**src/sv/stq_pkg.sv**
```systemverilog
// sorted timeout queue: shared types and codes
// used by sorted_timeout_queue; no dependencies
`default_nettype none

package stq_pkg;

  typedef enum logic [2:0] {
    OP_ADD         = 3'd0,
    OP_CHECK       = 3'd1,
    OP_REM_EXACT   = 3'd2,
    OP_REM_COVERED = 3'd3,
    OP_REM_START   = 3'd4,
    OP_FIND        = 3'd5
  } op_t;

  typedef enum logic [1:0] {
    ST_OK   = 2'd0,
    ST_NONE = 2'd1,
    ST_FULL = 2'd2
  } status_t;

  typedef struct packed {
    logic [31:0] seq_from;
    logic [31:0] seq_to;
    logic [31:0] expiry;
  } entry_t;

endpackage

`default_nettype wire

```
**src/sv/stq_ram.sv**
```systemverilog
// generic simple dual-port ram: one write port, one registered read port
// no dependencies
`default_nettype none

module stq_ram #(
  parameter int WIDTH = 96,
  parameter int DEPTH = 16
) (
  input  wire logic                     clk,
  input  wire logic                     we,
  input  wire logic [$clog2(DEPTH)-1:0] waddr,
  input  wire logic [WIDTH-1:0]         wdata,
  input  wire logic [$clog2(DEPTH)-1:0] raddr,
  output logic      [WIDTH-1:0]         rdata
);

  logic [WIDTH-1:0] mem [DEPTH];

  always_ff @(posedge clk) begin
    if (we) begin
      mem[waddr] <= wdata;
    end
    rdata <= mem[raddr];
  end

endmodule

`default_nettype wire

```
**src/sv/sorted_timeout_queue.sv**
```systemverilog
// sorted timeout queue top level: sequencer, scan unit and entry store
// depends on stq_pkg and stq_ram
`default_nettype none

// Usage
//   in_* carries one command transaction: operation, now_time, timeout_sec,
//   range_from, range_to. out_* returns exactly one result transaction per
//   command: status, expired_from, expired_to, removed_count.
//   Entries live in one ram, kept sorted by expiry. Every defined command
//   runs one filter pass over the n stored entries (read, test and, except
//   for a find, compact in place); an add with a free slot follows it with
//   a downward insert pass that shifts later entries up by one. Undefined
//   operation codes skip both passes.
//   Both passes read one entry per cycle through the single ram read port.
//   in_stall is high while a command is being worked on; one command is in
//   flight at a time.
//   The result sits in an output register, so the next command is taken
//   while a result still waits; if out_stall holds, the block finishes the
//   following command and waits before presenting it.
//   Reset (rst_n low, synchronous) empties the queue and drops any pending
//   result; the ram contents need no clearing.
module sorted_timeout_queue #(
  parameter int QUEUE_DEPTH = 16
) (
  input  wire logic        clk,
  input  wire logic        rst_n,
  input  wire logic        in_valid,
  output logic             in_stall,
  input  wire logic [2:0]  in_operation,
  input  wire logic [31:0] in_now_time,
  input  wire logic [15:0] in_timeout_sec,
  input  wire logic [31:0] in_range_from,
  input  wire logic [32:0] in_range_to,
  output logic             out_valid,
  input  wire logic        out_stall,
  output logic [1:0]       out_status,
  output logic [31:0]      out_expired_from,
  output logic [31:0]      out_expired_to,
  output logic [4:0]       out_removed_count
);

  localparam int AW = $clog2(QUEUE_DEPTH);
  localparam int CW = $clog2(QUEUE_DEPTH + 1);
  localparam int EW = $bits(stq_pkg::entry_t);

  typedef enum logic [1:0] {
    S_IDLE,
    S_FILT,
    S_INS,
    S_DONE
  } state_t;

  state_t         state_r;
  logic [2:0]     op_r;
  logic [31:0]    now_r;
  logic [31:0]    exp_r;
  logic [31:0]    from_r;
  logic [32:0]    to_r;
  logic [CW-1:0]  cnt_r;
  logic [CW-1:0]  iss_r;
  logic [CW-1:0]  wr_r;
  logic [AW-1:0]  ev_idx_r;
  logic           pv_r;
  logic           hit_r;
  logic [1:0]     status_r;
  logic [31:0]    exf_r;
  logic [31:0]    ext_r;
  logic [CW-1:0]  removed_r;
  logic           out_valid_r;
  logic [1:0]     out_status_r;
  logic [31:0]    out_exf_r;
  logic [31:0]    out_ext_r;
  logic [CW-1:0]  out_removed_r;

  logic                 ram_we;
  logic [AW-1:0]        ram_waddr;
  logic [EW-1:0]        ram_wdata;
  logic [AW-1:0]        ram_raddr;
  logic [EW-1:0]        ram_rdata;
  stq_pkg::entry_t      ev;
  stq_pkg::entry_t      new_entry;
  logic [32:0]          ev_to_ext;
  logic                 pred;
  logic                 first_only;
  logic                 take;
  logic                 drop;
  logic                 issue;
  logic                 pass_end;
  logic                 ins_ge;
  logic                 place;
  logic [CW-1:0]        iss_m1;
  logic [31:0]          rc_ext;

  stq_ram #(
    .WIDTH (EW),
    .DEPTH (QUEUE_DEPTH)
  ) u_ram (
    .clk   (clk),
    .we    (ram_we),
    .waddr (ram_waddr),
    .wdata (ram_wdata),
    .raddr (ram_raddr),
    .rdata (ram_rdata)
  );

  always_comb begin
    ev         = stq_pkg::entry_t'(ram_rdata);
    new_entry  = '{seq_from: from_r, seq_to: to_r[31:0], expiry: exp_r};
    ev_to_ext  = {(ev.seq_to < ev.seq_from), ev.seq_to};
    iss_m1     = iss_r - CW'(1);
    first_only = (op_r == stq_pkg::OP_ADD) || (op_r == stq_pkg::OP_REM_EXACT);
    case (op_r)
      stq_pkg::OP_ADD, stq_pkg::OP_REM_EXACT, stq_pkg::OP_FIND: begin
        pred = (ev.seq_from == from_r) && (ev.seq_to == to_r[31:0]);
      end
      stq_pkg::OP_CHECK: begin
        pred = (ev_idx_r == '0) && (ev.expiry <= now_r);
      end
      stq_pkg::OP_REM_COVERED: begin
        pred = (from_r <= ev.seq_from) && (to_r >= ev_to_ext);
      end
      stq_pkg::OP_REM_START: begin
        pred = (ev.seq_from == from_r);
      end
      default: begin
        pred = 1'b0;
      end
    endcase
    take     = pv_r && pred && !(first_only && hit_r);
    drop     = take && (op_r != stq_pkg::OP_FIND);
    ins_ge   = ev.expiry >= exp_r;
    issue    = 1'b0;
    pass_end = 1'b0;
    place    = 1'b0;
    ram_we    = 1'b0;
    ram_waddr = wr_r[AW-1:0];
    ram_wdata = ram_rdata;
    ram_raddr = iss_r[AW-1:0];
    case (state_r)
      S_FILT: begin
        issue    = iss_r < cnt_r;
        pass_end = !pv_r && !issue;
        ram_we   = pv_r && !drop && (op_r != stq_pkg::OP_FIND);
      end
      S_INS: begin
        issue     = iss_r != '0;
        ram_raddr = iss_m1[AW-1:0];
        if (pv_r) begin
          ram_we    = 1'b1;
          ram_waddr = ev_idx_r + AW'(1);
          ram_wdata = ins_ge ? ram_rdata : EW'(new_entry);
          place     = !ins_ge;
        end else if (iss_r == '0) begin
          ram_we    = 1'b1;
          ram_waddr = '0;
          ram_wdata = EW'(new_entry);
          place     = 1'b1;
        end
      end
      default: begin
      end
    endcase
  end

  always_ff @(posedge clk) begin
    if (!rst_n) begin
      state_r     <= S_IDLE;
      cnt_r       <= '0;
      pv_r        <= 1'b0;
      hit_r       <= 1'b0;
      out_valid_r <= 1'b0;
    end else begin
      if (out_valid_r && !out_stall && (state_r != S_DONE)) begin
        out_valid_r <= 1'b0;
      end
      case (state_r)
        S_IDLE: begin
          if (in_valid) begin
            op_r      <= in_operation;
            now_r     <= in_now_time;
            exp_r     <= in_now_time + 32'(in_timeout_sec);
            from_r    <= in_range_from;
            to_r      <= in_range_to;
            iss_r     <= '0;
            wr_r      <= '0;
            pv_r      <= 1'b0;
            hit_r     <= 1'b0;
            exf_r     <= '0;
            ext_r     <= '0;
            removed_r <= '0;
            status_r  <= stq_pkg::ST_NONE;
            if (in_operation <= stq_pkg::OP_FIND) begin
              state_r <= S_FILT;
            end else begin
              state_r <= S_DONE;
            end
          end
        end
        S_FILT: begin
          pv_r <= issue;
          if (issue) begin
            iss_r    <= iss_r + CW'(1);
            ev_idx_r <= iss_r[AW-1:0];
          end
          if (take) begin
            hit_r <= 1'b1;
          end
          if (pv_r && !drop && (op_r != stq_pkg::OP_FIND)) begin
            wr_r <= wr_r + CW'(1);
          end
          if (drop && (op_r == stq_pkg::OP_CHECK)) begin
            exf_r <= ev.seq_from;
            ext_r <= ev.seq_to;
          end
          if (pass_end) begin
            if (op_r != stq_pkg::OP_FIND) begin
              cnt_r <= wr_r;
            end
            removed_r <= (op_r == stq_pkg::OP_FIND) ? '0 : cnt_r - wr_r;
            case (op_r)
              stq_pkg::OP_ADD: begin
                if (wr_r >= CW'(QUEUE_DEPTH)) begin
                  status_r <= stq_pkg::ST_FULL;
                  state_r  <= S_DONE;
                end else begin
                  iss_r   <= wr_r;
                  pv_r    <= 1'b0;
                  state_r <= S_INS;
                end
              end
              stq_pkg::OP_REM_COVERED, stq_pkg::OP_REM_START: begin
                status_r <= stq_pkg::ST_OK;
                state_r  <= S_DONE;
              end
              default: begin
                status_r <= hit_r ? stq_pkg::ST_OK : stq_pkg::ST_NONE;
                state_r  <= S_DONE;
              end
            endcase
          end
        end
        S_INS: begin
          pv_r <= issue;
          if (issue) begin
            iss_r    <= iss_m1;
            ev_idx_r <= iss_m1[AW-1:0];
          end
          if (place) begin
            cnt_r    <= cnt_r + CW'(1);
            status_r <= stq_pkg::ST_OK;
            pv_r     <= 1'b0;
            state_r  <= S_DONE;
          end
        end
        S_DONE: begin
          if (!out_valid_r || !out_stall) begin
            out_valid_r   <= 1'b1;
            out_status_r  <= status_r;
            out_exf_r     <= exf_r;
            out_ext_r     <= ext_r;
            out_removed_r <= removed_r;
            state_r       <= S_IDLE;
          end
        end
        default: begin
          state_r <= S_IDLE;
        end
      endcase
    end
  end

  assign rc_ext            = 32'(out_removed_r);
  assign in_stall          = (state_r != S_IDLE);
  assign out_valid         = out_valid_r;
  assign out_status        = out_status_r;
  assign out_expired_from  = out_exf_r;
  assign out_expired_to    = out_ext_r;
  assign out_removed_count = rc_ext[4:0];

  // queue never holds more than its depth
  a_cnt_bound: assert property (@(posedge clk) disable iff (!rst_n)
    cnt_r <= CW'(QUEUE_DEPTH))
    else $error("entry count above queue depth");

  // insertion only starts with a free slot
  a_ins_room: assert property (@(posedge clk) disable iff (!rst_n)
    (state_r == S_INS) |-> (cnt_r < CW'(QUEUE_DEPTH)))
    else $error("insert pass on a full queue");

  // compaction write pointer never overtakes the entry under test
  a_compact: assert property (@(posedge clk) disable iff (!rst_n)
    (state_r == S_FILT && pv_r) |-> (wr_r <= CW'(ev_idx_r)))
    else $error("compaction write ahead of read");

  // a finished command is presented once the output register is free
  a_present: assert property (@(posedge clk) disable iff (!rst_n)
    (state_r == S_DONE && !(out_valid_r && out_stall)) |=> (out_valid_r && state_r == S_IDLE))
    else $error("result not presented");

endmodule

`default_nettype wire
```
**config.mk**
```make
export PLATFORM = sky130hd
export DESIGN_NAME = sorted_timeout_queue
export DESIGN_NICKNAME = d
export VERILOG_FILES = /design/src/sv/stq_pkg.sv /design/src/sv/stq_ram.sv /design/src/sv/sorted_timeout_queue.sv
export SDC_FILE = /design/constraint.sdc
export NUM_CORES = 2
export LEC_CHECK = 0
export BUFFER_PORTS_ARGS = -buffer_cell sky130_fd_sc_hd__buf_2
export CORE_MARGIN = 1
export CORE_UTILIZATION = 44
export CTS_CLUSTER_SIZE = 8
export DETAILED_ROUTE_END_ITERATION = 8
export PLACE_DENSITY = 0.62
export SYNTH_ARGS = -nofsm -noshare
export SYNTH_HDL_FRONTEND = slang
export SYNTH_SLANG_ARGS = --single-unit
```
**constraint.sdc**
```tcl
create_clock -name clk -period 13.69 [get_ports clk]
set_input_delay 1.369 -clock clk [delete_from_list [all_inputs] [get_ports clk]]
set_output_delay 1.369 -clock clk [all_outputs]
set_load 0.01 [all_outputs]
```
==> flow_metrics.env <==
export IMPL_ir_drop_mv=0.2021
export IMPL_grt_pass1_wl_mm=294.6
export IMPL_wl_per_cell_um=29.17
export IMPL_yosysWarnings=0
export IMPL_p_total_uw=20650
export IMPL_clock_root_buffer="clkbuf_16"
export IMPL_dp_hpwl_mm=127.7
export IMPL_wirelength_mm=205.4
export IMPL_syn_instance_count=4196
export IMPL_drtIter0Drc=4073
export IMPL_cts_tree="yes"
export IMPL_final_util_pct=51.51
export IMPL_crit_path_end_kind="flip-flop"
export IMPL_start_kind="flip-flop"
export IMPL_n_fill_cell=13700
export IMPL_finClkSkew_ps=67.83
export IMPL_hold_class="flip-flop to flip-flop"
export IMPL_crit_path_max_fanout=49
export IMPL_drc=0
export IMPL_synth_avg_cell_area_sq_um=18.29
export IMPL_clockBufferDepth=4
export IMPL_postCtsSetupBuffers=0
export IMPL_cp_required_ps=14180
export IMPL_synth_seq_area_share_pct=74.13
export IMPL_min_period_ps=6491
export IMPL_reg2reg_depth=18
export IMPL_grt_pass1_vias=41410
export IMPL_arrival_ps=6980
export IMPL_status="complete, no violations"
export IMPL_syn_num_nets=4516
export IMPL_whs_ps=390.0
export IMPL_cts_resized=0
export IMPL_clkSinkCount=1930
export IMPL_finalInstanceArea_sq_um=88850
export IMPL_grt_max_degree=116
export IMPL_dr_total_vias=40480
export IMPL_die_y_um=419.7
export IMPL_ys_ff_latch=1930
export IMPL_routed_via_density=5.749
export IMPL_cp_slowest_stage_delay_ps=770
export IMPL_cp_common_cell="a21o_1"
export IMPL_cts_buffers=291
export IMPL_synthDistinctLibCells=74
export IMPL_rsz0062_at_grt="false"
export IMPL_mappedNetlistArea_sq_um=76750
export IMPL_fin_setup_tns_ps=0
export IMPL_cap_violations=0
export IMPL_multi_input_area_sq_um=18710
export IMPL_htreeDepth=5
export IMPL_setup_viol=0
export IMPL_core_sq_um=172500
export IMPL_power_leakage_uw=0.03044
export IMPL_die_w_um=419.7
export IMPL_max_slew_margin_pct=16.17
export IMPL_hold_violations=0
export IMPL_antenna_left=0
export IMPL_worstSetupPathType="flip-flop to flip-flop"
export IMPL_async_reset_ff_share_pct=0
export IMPL_ys_flop_type="edfxtp_1"
export IMPL_power_density_nw_per_um2=232.4
export IMPL_dieArea_sq_um=176100
export IMPL_drv_slew=0
export IMPL_io_pin_count=193
export IMPL_initial_core_util_pct=44.49
export IMPL_min_period_over_period_pct=47.41
export IMPL_antenna_found_initial=8
export IMPL_post_dp_cell_area_sq_um=80870
export IMPL_syn2layout_area_growth_pct=15.76
export IMPL_path_cells="inv_1 > ha_1 > a21o_1 > a21o_1 > a21o_1 > a21o_1 > a21oi_1 > nor2_1 > a211oi_1 > o211ai_1 > ha_1 > and4_1 > a221o_1 > o211ai_1 > a31oi_2 > a211oi_4 > buf_4 > buf_4"
export IMPL_hold_path_cell_count=0
export IMPL_drt_pass1_iterations=5
export IMPL_clkTransAtPathRegs_ps=50
export IMPL_portBuffers=192
export IMPL_drive_gt1_share_pct=21.88
export IMPL_register_area_sq_um=56890
export IMPL_crit_slowest_cell="buf_4"
export IMPL_place_gp_congestion=0.8802
export IMPL_synth_edf_count=1824
export IMPL_nNetsFinal=4912
export IMPL_insertion_delay_ps=910
export IMPL_fp_row_count=152
export IMPL_worst_slew_pin_slew_ps=1249
export IMPL_holdBufCountCts=0
export IMPL_grt_overflow=0
export IMPL_globalRouteTotalUtil_pct=23.49
export IMPL_fmax_mhz=154.1
## logic make-up after synthesis
kind of cell	Yosys count	share of synthesized area, %
buffers and inverters	350	1.844
flip-flops	1930	74.13
AO/OA/AOI/OAI	392	3.194
adder cells (fa/ha/maj)	200	3.280
AND/OR/NAND/NOR	828	4.796
XOR/XNOR	47	0.5363
multiplexers	449	12.22
## final timing paths
| path | to | from | slack (ps) |
|---|---|---|---|
| worst max register to register | u_ram.mem[5][23] | u_ram.rdata[89] | 7200 |
| worst min register to register | out_expired_from[3] | exf_r[3] | 390 |
| worst max-delay path | u_ram.mem[5][23] | u_ram.rdata[89] | 7200 |
| worst min-delay path | out_expired_from[3] | exf_r[3] | 390 |
## placed cells by master (no fill, tap or decap), types with 5 or more instances in the layout
master,instances
a211oi_1,13
a211oi_4,8
a21o_1,32
a21oi_1,88
a21oi_4,6
a31oi_1,99
and2_1,5
and3_1,100
buf_12,6
buf_2,192
buf_4,86
clkbuf_1,126
clkbuf_16,296
dfxtp_1,106
edfxtp_1,1824
ha_1,197
inv_1,165
mux2_1,44
mux2_2,20
mux4_2,384
nand2_1,483
nand3_1,40
nand4_1,34
nor2_1,111
nor2b_1,8
nor3_1,9
nor4_1,5
o211ai_1,7
o21a_1,8
o21ai_0,50
o21ai_1,29
o22ai_1,6
xnor2_1,35
xor2_1,10
## final cells by class
cell class / count / share of cell area [%]
Tap cell: 2310 / 3.253
Clock inverter: 9 / 0.1042
Sequential cell: 1930 / 64.04
Clock buffer: 422 / 8.869
Timing Repair Buffer: 284 / 1.943
Multi-Input combinational cell: 1916 / 21.06
Inverter: 169 / 0.7309
Antenna cell: 1 / 0.002817
## layer usage
layer | vias up | wire [um] | GRT usage, %
li1 | 17400 | - | -
met1 | 21190 | 80290 | 30.33
met5 | - | 11 | 0
met2 | 1563 | 103200 | 39.31
met3 | 328 | 13060 | 3.832
met4 | 2 | 8797 | 10.13
## synthesized netlist by cell type (6+ instances only)
master,number,area share [%]
edfxtp_1,1824,71
nand2_1,483,2.4
mux4_2,384,11
ha_1,198,3.2
inv_1,167,0.82
nor2_1,114,0.56
clkbuf_1,107,0.52
dfxtp_1,106,2.8
and3_1,101,0.82
a31oi_1,100,0.82
a21oi_1,94,0.61
o21ai_0,80,0.52
buf_1,48,0.23
mux2_1,44,0.65
nand3_1,40,0.26
xnor2_1,37,0.42
nand4_1,34,0.28
a21o_1,32,0.31
a211oi_1,21,0.21
mux2_2,20,0.29
buf_2,17,0.11
xor2_1,10,0.11
nor3_1,9,0.059
nor2b_1,8,0.065
o21a_1,8,0.078
o211ai_1,7,0.068
o22ai_1,6,0.049
## state kept, by name (all words and copies together) (netlist names), 32 cells and up
signal	cells
u_ram.rdata	96
to_r	33
exf_r	32
out_expired_to	32
u_ram.mem	1536
exp_r	32
ext_r	32
out_expired_from	32
from_r	32
now_r	32
## worst max-delay path: cells and delay by family (launching register included)
kind	cells	cell delay [ps]
flops	1	320
compound gates	11	3180
simple gates	2	300
buf+inv	3	1560
fa+ha+maj	2	630
## report_power, final
part | switching [uW] | total [uW] | internal (uW)
Combinational | 4060 | 6360 | 2300
Clock | 2400 | 6320 | 3920
Sequential | 262 | 7970 | 7710
## metrics by stage
step	setup WS [ps]	cells
after floorplan	2788	4196
after global placement	7234	6609
after detailed placement	7220	6609
after CTS	7182	7040
after global routing	6963	7040
final	7199	7041
(Power assumes the default switching activity.)
